`config.mk`:
```
export PLATFORM = sky130hd
export DESIGN_NAME = adts_frame_sync_counter_core
export DESIGN_NICKNAME = d
export VERILOG_FILES = /design/src/sv/afs_pkg.sv /design/src/sv/afs_sync_core.sv /design/src/sv/afs_result_queue.sv /design/src/sv/adts_frame_sync_counter_core.sv
export SDC_FILE = /design/constraint.sdc
export NUM_CORES = 1
export LEC_CHECK = 0
export BUFFER_PORTS_ARGS = -buffer_cell sky130_fd_sc_hd__buf_2
export CAP_MARGIN = 5
export CORE_MARGIN = 2
export CORE_UTILIZATION = 40
export CTS_BUF_LIST = sky130_fd_sc_hd__clkbuf_8
export DETAILED_ROUTE_END_ITERATION = 12
export SYNTH_ARGS = -nofsm -noshare
export SYNTH_HDL_FRONTEND = slang
export SYNTH_SLANG_ARGS = --single-unit
```
`constraint.sdc`:
```
create_clock -name clk -period 9.02 [get_ports clk]
set_clock_uncertainty 0.2 [all_clocks]
set_input_delay 1.353 -clock clk [delete_from_list [all_inputs] [get_ports clk]]
set_output_delay 1.353 -clock clk [all_outputs]
set_load 0.03 [all_outputs]
```
`src/sv/afs_pkg.sv`:
```
// Shared types, constants and the sample rate table for the ADTS frame sync counter.
package afs_pkg;

	// Lookahead window
	localparam int WIN_BYTES = 8;
	localparam int FILL_W    = $clog2(WIN_BYTES + 1);
	localparam int WIN_IDX_W = $clog2(WIN_BYTES);

	// Field widths
	localparam int BYTE_W = 8;
	localparam int LEN_W  = 13;
	localparam int IDX_W  = 4;
	localparam int RATE_W = 17;
	localparam int CNT_W  = 32;

	// Header sync pattern
	localparam logic [BYTE_W-1:0] SYNC_BYTE0 = 8'hFF;
	localparam logic [BYTE_W-1:0] SYNC1_MASK = 8'hF6;
	localparam logic [BYTE_W-1:0] SYNC1_VAL  = 8'hF0;

	// Configuration register map
	localparam int              APB_ADDR_W       = 3;
	localparam int              APB_DATA_W       = 32;
	localparam logic [APB_ADDR_W-1:0] REG_BUFFER_BYTES = 3'd0;
	localparam logic [LEN_W-1:0]      BUF_RESET        = 13'd4608;

	// Result queue
	localparam int RQ_DEPTH = 4;
	localparam int RQ_PTR_W = $clog2(RQ_DEPTH);
	localparam int RQ_CNT_W = $clog2(RQ_DEPTH + 1);

	// One accepted stream byte
	typedef struct packed {
		logic [BYTE_W-1:0] data;
		logic              eos;
	} in_item_t;

	// One result item
	typedef struct packed {
		logic              is_summary;
		logic [LEN_W-1:0]  frm_bytes;
		logic [IDX_W-1:0]  rate_index;
		logic [RATE_W-1:0] rate_hz;
		logic [CNT_W-1:0]  frame_count;
	} result_t;

	// Queue fill status seen by the input stage
	typedef struct packed {
		logic [RQ_CNT_W-1:0] count;
		logic                room;
	} rq_status_t;

	// Sampling frequency index to rate in Hz; reserved codes give zero
	function automatic logic [RATE_W-1:0] rate_lookup(input logic [IDX_W-1:0] idx);
		logic [RATE_W-1:0] r;
		case (idx)
			4'd0:    r = 17'd96000;
			4'd1:    r = 17'd88200;
			4'd2:    r = 17'd64000;
			4'd3:    r = 17'd48000;
			4'd4:    r = 17'd44100;
			4'd5:    r = 17'd32000;
			4'd6:    r = 17'd24000;
			4'd7:    r = 17'd22050;
			4'd8:    r = 17'd16000;
			4'd9:    r = 17'd12000;
			4'd10:   r = 17'd11025;
			4'd11:   r = 17'd8000;
			4'd12:   r = 17'd7350;
			default: r = '0;
		endcase
		return r;
	endfunction

endpackage

```
`src/sv/afs_sync_core.sv`:
```
// Header search, frame length tracking and frame/summary result generation.
module afs_sync_core import afs_pkg::*; (
	input  logic              clk,
	input  logic              arst_n,
	input  logic              go,
	input  in_item_t          item,
	input  logic [LEN_W-1:0]  buffer_bytes,
	output logic [1:0]        push_n,
	output result_t           push0,
	output result_t           push1
);

	// Stream state
	logic [BYTE_W-1:0] win_q [WIN_BYTES];
	logic [FILL_W-1:0] fill_q;
	logic [LEN_W-1:0]  skip_q;
	logic [LEN_W-1:0]  pend_q;
	logic [LEN_W-1:0]  since_q;
	logic              collect_q;
	logic [CNT_W-1:0]  seen_q;
	logic [RATE_W-1:0] first_rate_q;
	logic              have_first_q;

	logic [BYTE_W-1:0] win_n [WIN_BYTES];
	logic [FILL_W-1:0] fill_n;
	logic [LEN_W-1:0]  skip_n;
	logic [LEN_W-1:0]  pend_n;
	logic [LEN_W-1:0]  since_n;
	logic              collect_n;
	logic [CNT_W-1:0]  seen_n;
	logic [RATE_W-1:0] first_rate_n;
	logic              have_first_n;

	// Working signals
	logic [BYTE_W-1:0] win_w   [WIN_BYTES];
	logic [BYTE_W-1:0] shifted [WIN_BYTES];
	logic [FILL_W-1:0] wr_pos;
	logic [FILL_W-1:0] fill_w;
	logic              full;
	logic              hdr_ok;
	logic [LEN_W-1:0]  hdr_len;
	logic              short_frm;
	logic [FILL_W-1:0] shift_amt;
	logic [LEN_W-1:0]  buf_eff;
	logic [LEN_W-1:0]  target;
	logic [LEN_W-1:0]  skip_init;
	logic [LEN_W-1:0]  since_inc;
	logic [LEN_W-1:0]  skip_dec;
	logic [BYTE_W-1:0] hdr_byte2;
	logic [IDX_W-1:0]  frm_idx;
	logic [RATE_W-1:0] frm_rate;
	logic              frm_v;
	logic [LEN_W-1:0]  frm_len;
	result_t           frm_res;
	result_t           sum_res;

	// Byte written into the window, header decode and window shift
	always_comb begin
		wr_pos = (fill_q >= FILL_W'(WIN_BYTES)) ? FILL_W'(WIN_BYTES - 1) : fill_q;
		win_w = win_q;
		win_w[wr_pos[WIN_IDX_W-1:0]] = item.data;
		fill_w = wr_pos + FILL_W'(1);
		full   = (fill_w == FILL_W'(WIN_BYTES));

		hdr_ok  = (win_w[0] == SYNC_BYTE0) && ((win_w[1] & SYNC1_MASK) == SYNC1_VAL);
		hdr_len = hdr_ok ? {win_w[3][1:0], win_w[4], win_w[5][7:5]} : '0;
		short_frm = (hdr_len != '0) && (hdr_len <= LEN_W'(WIN_BYTES));
		shift_amt = (hdr_len == '0) ? FILL_W'(1) : hdr_len[FILL_W-1:0];

		// drop shift_amt bytes from the front; the tail is refilled before use
		shifted = win_w;
		for (int i = 0; i < WIN_BYTES; i++) begin
			for (int k = 1; k < WIN_BYTES - i; k++) begin
				if (shift_amt == FILL_W'(k))
					shifted[i] = win_w[i + k];
			end
		end

		// long frame: bytes to wait for, capped by the buffer size
		buf_eff   = (buffer_bytes < LEN_W'(WIN_BYTES)) ? LEN_W'(WIN_BYTES) : buffer_bytes;
		target    = (hdr_len < buf_eff) ? hdr_len : buf_eff;
		skip_init = target - LEN_W'(WIN_BYTES);

		since_inc = since_q + LEN_W'(1);
		skip_dec  = (skip_q != '0) ? skip_q - LEN_W'(1) : '0;
	end

	// Next state and result selection
	always_comb begin
		win_n        = win_q;
		fill_n       = fill_q;
		skip_n       = skip_q;
		pend_n       = pend_q;
		since_n      = since_q;
		collect_n    = collect_q;
		seen_n       = seen_q;
		first_rate_n = first_rate_q;
		have_first_n = have_first_q;
		frm_v        = 1'b0;
		frm_len      = '0;

		if (collect_q) begin
			since_n = since_inc;
			skip_n  = skip_dec;
			if (skip_dec == '0) begin
				// decision point: report only if every byte arrived
				collect_n = 1'b0;
				fill_n    = '0;
				frm_v     = (since_inc == pend_q);
				frm_len   = pend_q;
			end
		end else begin
			win_n  = win_w;
			fill_n = fill_w;
			if (full) begin
				if (hdr_len == '0) begin
					win_n  = shifted;
					fill_n = FILL_W'(WIN_BYTES - 1);
				end else if (short_frm) begin
					frm_v   = 1'b1;
					frm_len = hdr_len;
					win_n   = shifted;
					fill_n  = FILL_W'(WIN_BYTES) - hdr_len[FILL_W-1:0];
				end else begin
					collect_n = 1'b1;
					pend_n    = hdr_len;
					since_n   = LEN_W'(WIN_BYTES);
					skip_n    = skip_init;
					if (skip_init == '0) begin
						// buffer no larger than the window: discard at once
						collect_n = 1'b0;
						fill_n    = '0;
					end
				end
			end
		end

		hdr_byte2 = collect_q ? win_q[2] : win_w[2];
		frm_idx   = hdr_byte2[5:2];
		frm_rate  = rate_lookup(frm_idx);

		if (frm_v) begin
			if (seen_q != '1)
				seen_n = seen_q + CNT_W'(1);
			if (!have_first_q) begin
				have_first_n = 1'b1;
				first_rate_n = frm_rate;
			end
		end

		frm_res.is_summary   = 1'b0;
		frm_res.frm_bytes    = frm_len;
		frm_res.rate_index   = frm_idx;
		frm_res.rate_hz      = frm_rate;
		frm_res.frame_count  = seen_n;

		sum_res.is_summary   = 1'b1;
		sum_res.frm_bytes    = '0;
		sum_res.rate_index   = '0;
		sum_res.rate_hz      = first_rate_n;
		sum_res.frame_count  = seen_n;

		// frame result goes first, summary after it
		push0  = frm_v ? frm_res : sum_res;
		push1  = sum_res;
		push_n = '0;
		if (go)
			push_n = {1'b0, frm_v} + {1'b0, item.eos};

		// end of stream: back to the reset state
		if (item.eos) begin
			for (int i = 0; i < WIN_BYTES; i++)
				win_n[i] = '0;
			fill_n       = '0;
			skip_n       = '0;
			pend_n       = '0;
			since_n      = '0;
			collect_n    = 1'b0;
			seen_n       = '0;
			first_rate_n = '0;
			have_first_n = 1'b0;
		end
	end

	// State registers
	always_ff @(posedge clk or negedge arst_n) begin
		if (!arst_n) begin
			for (int i = 0; i < WIN_BYTES; i++)
				win_q[i] <= '0;
			fill_q       <= '0;
			skip_q       <= '0;
			pend_q       <= '0;
			since_q      <= '0;
			collect_q    <= 1'b0;
			seen_q       <= '0;
			first_rate_q <= '0;
			have_first_q <= 1'b0;
		end else if (go) begin
			win_q        <= win_n;
			fill_q       <= fill_n;
			skip_q       <= skip_n;
			pend_q       <= pend_n;
			since_q      <= since_n;
			collect_q    <= collect_n;
			seen_q       <= seen_n;
			first_rate_q <= first_rate_n;
			have_first_q <= have_first_n;
		end
	end

endmodule

```
`src/sv/afs_result_queue.sv`:
```
// Small result queue taking up to two results per cycle and giving out one per cycle while pop_ready is high.
module afs_result_queue import afs_pkg::*; (
	input  logic       clk,
	input  logic       arst_n,
	input  logic [1:0] push_n,
	input  result_t    push0,
	input  result_t    push1,
	input  logic       pop_ready,
	output logic       out_valid,
	output result_t    out_res,
	output rq_status_t status
);

	result_t             mem_q [RQ_DEPTH];
	logic [RQ_PTR_W-1:0] wr_q;
	logic [RQ_PTR_W-1:0] rd_q;
	logic [RQ_CNT_W-1:0] count_q;
	logic [RQ_PTR_W-1:0] wr_next;
	logic                pop;

	assign out_valid    = (count_q != '0);
	assign out_res      = mem_q[rd_q];
	assign pop          = out_valid && pop_ready;
	assign wr_next      = wr_q + RQ_PTR_W'(1);
	assign status.count = count_q;
	assign status.room  = (count_q <= RQ_CNT_W'(RQ_DEPTH - 2));

	// Entry storage
	always_ff @(posedge clk) begin
		if (push_n != 2'd0)
			mem_q[wr_q] <= push0;
		if (push_n == 2'd2)
			mem_q[wr_next] <= push1;
	end

	// Pointers and fill count
	always_ff @(posedge clk or negedge arst_n) begin
		if (!arst_n) begin
			wr_q    <= '0;
			rd_q    <= '0;
			count_q <= '0;
		end else begin
			wr_q    <= wr_q + RQ_PTR_W'(push_n);
			if (pop)
				rd_q <= rd_q + RQ_PTR_W'(1);
			count_q <= count_q + RQ_CNT_W'(push_n) - RQ_CNT_W'(pop);
		end
	end

endmodule

```
`src/sv/adts_frame_sync_counter_core.sv`:
```
// Top level of the ADTS frame sync counter: ports, register, input stage and checks.
//
//  channel   direction  request                      fields
//  s_*       in         one stream byte              tdata: stream_byte, tlast: end_of_stream
//  m_*       out        one frame or summary result  tuser: is_summary, tdata: rest
//  APB       in         register write/read          buffer_bytes at address 0
//
// One byte is taken per cycle while the queue has room: the byte sits in an input
// register, the search and counter logic updates the state and writes its results
// into a four-entry result queue. The input stalls only while the queue holds more
// than two results (an item can add two), so a stalled output side fills the queue
// and then holds s_tready low.
// Reset clears all stream state and sets buffer_bytes to 4608.
module adts_frame_sync_counter_core import afs_pkg::*; (
	input  logic                  clk,
	input  logic                  arst_n,
	// stream in
	input  logic                  s_tvalid,
	output logic                  s_tready,
	input  logic [7:0]            s_tdata,   // [7:0] stream_byte
	input  logic                  s_tlast,   // end_of_stream
	// results out
	output logic                  m_tvalid,
	input  logic                  m_tready,
	output logic [71:0]           m_tdata,   // [12:0] frame length, [16:13] rate_index,
	                                         // [33:17] rate_hz, [65:34] frame_count
	output logic [0:0]            m_tuser,   // [0] is_summary
	// configuration
	input  logic                  psel,
	input  logic                  penable,
	input  logic                  pwrite,
	input  logic [APB_ADDR_W-1:0] paddr,
	input  logic [APB_DATA_W-1:0] pwdata,
	output logic [APB_DATA_W-1:0] prdata,
	output logic                  pready
);

	logic [LEN_W-1:0] buf_bytes_q;
	in_item_t         item_s1;
	logic             valid_s1;
	logic             go;
	logic [1:0]       push_n;
	result_t          push0;
	result_t          push1;
	result_t          out_res;
	rq_status_t       rq_stat;

	// Register port
	assign pready = 1'b1;
	assign prdata = (paddr == REG_BUFFER_BYTES) ? APB_DATA_W'(buf_bytes_q) : '0;

	always_ff @(posedge clk or negedge arst_n) begin
		if (!arst_n) begin
			buf_bytes_q <= BUF_RESET;
		end else if (psel && penable && pwrite && pready && paddr == REG_BUFFER_BYTES) begin
			buf_bytes_q <= pwdata[LEN_W-1:0];
		end
	end

	// Input register
	assign go       = valid_s1 && rq_stat.room;
	assign s_tready = !valid_s1 || go;

	always_ff @(posedge clk or negedge arst_n) begin
		if (!arst_n) begin
			valid_s1 <= 1'b0;
		end else if (s_tvalid && s_tready) begin
			valid_s1 <= 1'b1;
		end else if (go) begin
			valid_s1 <= 1'b0;
		end
	end

	always_ff @(posedge clk) begin
		if (s_tvalid && s_tready) begin
			item_s1.data <= s_tdata;
			item_s1.eos  <= s_tlast;
		end
	end

	afs_sync_core u_core (
		.clk          (clk),
		.arst_n       (arst_n),
		.go           (go),
		.item         (item_s1),
		.buffer_bytes (buf_bytes_q),
		.push_n       (push_n),
		.push0        (push0),
		.push1        (push1)
	);

	afs_result_queue u_queue (
		.clk       (clk),
		.arst_n    (arst_n),
		.push_n    (push_n),
		.push0     (push0),
		.push1     (push1),
		.pop_ready (m_tready),
		.out_valid (m_tvalid),
		.out_res   (out_res),
		.status    (rq_stat)
	);

	// Output packing
	assign m_tuser = out_res.is_summary;
	assign m_tdata = {6'b0, out_res.frame_count, out_res.rate_hz,
		out_res.rate_index, out_res.frm_bytes};

	// Checks
	a_eos_gives_summary: assert property (@(posedge clk) disable iff (!arst_n)
		go && item_s1.eos |=> m_tvalid)
		else $error("no result queued after end of stream");

	a_summary_fields: assert property (@(posedge clk) disable iff (!arst_n)
		m_tvalid && m_tuser[0] |-> m_tdata[12:0] == 13'd0 && m_tdata[16:13] == 4'd0)
		else $error("summary carries frame fields");

	a_frame_len_nonzero: assert property (@(posedge clk) disable iff (!arst_n)
		m_tvalid && !m_tuser[0] |-> m_tdata[12:0] != 13'd0)
		else $error("frame result with zero length");

	a_queue_bound: assert property (@(posedge clk) disable iff (!arst_n)
		rq_stat.count <= RQ_CNT_W'(RQ_DEPTH))
		else $error("result queue overfilled");

endmodule
```
==> results.json <==
{
  "drt-pass1-iter-count": 6,
  "final-hold-violation-count": 0,
  "synth_compound_area_frac": 0.1658,
  "ioPinCount": 159,
  "first_global_vias": 20592,
  "yosys-top-cells-count": "nand2_1 (362), nor2_1 (295), o21ai_0 (280)",
  "initial_core_util": 0.4030,
  "cts_tree": "done",
  "synth_cells": 2599,
  "max_freq_mhz": 135.0,
  "post-route-min-period_ps": 7408,
  "async_flop_share": 0.3925,
  "final_max_slew_viol_count": 0,
  "fp.dieH_um": 255.6,
  "reg2reg_from": "u_core.fill_q[0]",
  "layout-drive-gt1-share": 0.1603,
  "crit_path_max_fanout": 32,
  "synthFlopType": "edfxtp_1",
  "hold_buffers": 0,
  "utilization": 0.4521,
  "yosys_warnings": 0,
  "synth_xor_area_frac": 0.02420,
  "synthSimpleGateAreaFrac": 0.1679,
  "synth_cell_type_count": 84,
  "area_delta_synth_final_pct": 12.17,
  "status": "finished clean",
  "wl_per_cell_um": 22.07,
  "drc": 0,
  "place_congestion": 0.9232,
  "cap_violations": 0,
  "clk_path_buf_depth": 3,
  "multi_input_area_mm2": 0.01234,
  "p_leak_nw": 10.65,
  "finalWirelength_mm": 79.13,
  "dieWidth_um": 255.6,
  "min_from": "u_queue.mem_q[0][66]",
  "r2r_cells": 17,
  "power_density_mw_per_mm2": 256.5,
  "tightest_slew_ps": 1180,
  "setup_viol": 0,
  "peakVddDrop_mv": 0.1303,
  "drtIter0Drc": 2270,
  "cts_sinks": 456,
  "holdPathEnd": "u_queue.mem_q[0][66]",
  "hold_class": "reg -> reg",
  "syn_area_per_cell_um2": 9.746,
  "nets": 2749,
  "grt-ovfl-total": 0,
  "crit_required_ps": 9230,
  "min_period_over_period": 0.8213,
  "synth_top_family_by_area": "simple AND/OR/NAND/NOR gates",
  "timing.rr.end": "u_queue.mem_q[3][37]",
  "ff2ff_setup_slack_ps": 1610,
  "grt_pass1_wl_mm": 122.1,
  "whs_ps": 251.9,
  "worstHoldPathCells": 2,
  "max_slew_margin": 0.2099,
  "fill_cells": 6032,
  "seq_area_mm2": 0.01209,
  "cp-end-kind": "flop",
  "ys_ff_latch": 456,
  "cts_buffers": 81,
  "post_drt_via_cell_ratio": 5.984,
  "synth.area.mux_share": 0.1073,
  "yosysTopAreaCellShare": 0.2430,
  "core_area_mm2": 0.06285,
  "drtAntennaViolNets": 0,
  "grt_max_degree": 84,
  "num_vias": 21454,
  "port_buffers": 113,
  "fp-row-count": 92,
  "clock_latency_ps": 690,
  "synthAdderAreaFrac": 0.01413,
  "synth_edf_count": 205,
  "dp_hpwl_mm": 50.35,
  "groute.usage.overall": 0.2369,
  "cts-root-buf": "clkbuf_8",
  "clk_pin_slew_ps": 60,
  "startpoint_type": "flop",
  "postCtsSetupBuffers": 0,
  "rsz0062_at_grt": "false",
  "fin_total_pwr_mw": 7.288,
  "cp_data_arrival_time_ps": 7610,
  "h-tree-depth": 3,
  "path_class": "reg -> reg",
  "synth.area.top_cells": "edfxtp_1 (24%), dfrtp_1 (17%), mux4_2 (6.1%)",
  "seq_area_frac_synth": 0.4769,
  "antenna_found_initial": 3,
  "synth_top_cell_by_area": "edfxtp_1",
  "fin_tns_setup_ps": 0,
  "fp.dieArea_mm2": 0.06535,
  "cts-resized-gates": 0,
  "synthMostInstantiatedCell": "nand2_1",
  "syn-cell-area_mm2": 0.02533
}
## worst max path at each step
stage                     startpoint                   end  slack, ps  cells past startpoint
CTS                 u_core.fill_q[0]  u_queue.mem_q[3][35]       1680                     17
finish              u_core.fill_q[0]  u_queue.mem_q[3][37]       1610                     17
global route        u_core.fill_q[0]  u_queue.mem_q[3][32]       1170                     17
floorplan           u_core.fill_q[0]   u_queue.mem_q[3][0]       2020                     27
global placement    u_core.fill_q[0]  u_queue.mem_q[3][40]       1780                     17
detailed placement  u_core.fill_q[0]  u_queue.mem_q[3][46]       1660                     17
## stage by stage
stage / instances / setup WS, ps / instance area (um^2)
global route: 3585 / 1173 / 28410
CTS: 3584 / 1680 / 28410
finish: 3585 / 1612 / 28410
detailed placement: 3433 / 1662 / 26770
floorplan: 2623 / 2019 / 25420
global placement: 3433 / 1782 / 26770
## power by group
group	internal [mW]	leakage [nW]	switching (mW)
combinational	0.871	4.89	1.78
clock	1.02	0.977	0.916
sequential	2.41	4.78	0.292
## cell usage in the layout, fill, tap and decap left out, types with 38 or more instances in the layout
master,instances
nand2_1,361
edfxtp_1,205
inv_1,73
nor2_1,295
buf_4,63
mux2i_1,84
buf_2,112
dfrtp_1,175
dfxtp_1,72
xnor2_1,38
a21oi_1,91
mux4_2,69
nor3_1,48
clkbuf_8,98
nand3_1,52
o21ai_0,276
## kinds of logic (layout without fill, tap and decap cells)
logic type,count (synthesis),after routing
simple gates,939,939
compound gates,661,661
flops,456,456
buf+inv,261,376
mux,182,182
xor+xnor,70,70
fa+ha+maj,28,28
other cells,2,27
## routing by layer
layer  vias up  wire length [um]  global-route usage
li1       9680                 -                   -
met1     10606             33940              0.3234
met2       996             36720              0.3786
met3       172              6048             0.04506
met4         0              2416             0.08025
met5         -                 0                   0
## sequential cells by signal (all words and copies together) (netlist names), 9 cells and up
signal and count:
item_s1 9, buf_bytes_q 13, u_core.seen_q 32, u_core.since_q 13, u_core.win_q 64, u_core.skip_q 13, u_core.first_rate_q 17, u_core.pend_q 13
u_queue.mem_q 268
## final cells by class
type / instances / share of cell area
tap: 846 / 0.03726
timing repair buffer: 179 / 0.03897
inverter: 46 / 0.006077
clock inverter: 54 / 0.01075
clock buffer: 97 / 0.04699
antenna: 1 / 0.00008807
multi-input combinational: 1906 / 0.4345
sequential: 456 / 0.4254
## worst max-delay path, cell delays in order (launching register included)
cell and delay, ps:
dfrtp_1 800, or4b_1 650, nor4_1 370, o22a_1 620, nand2_1 270, ha_1 390
and3_1 190, o211ai_1 220, a211oi_2 110, buf_4 190, or2_1 250, inv_2 350
ha_1 370, o21ai_1 410, or2_2 440, and2_2 580, inv_2 360, buf_12 300
No activity file was read; power rests on OpenSTA's default activity.
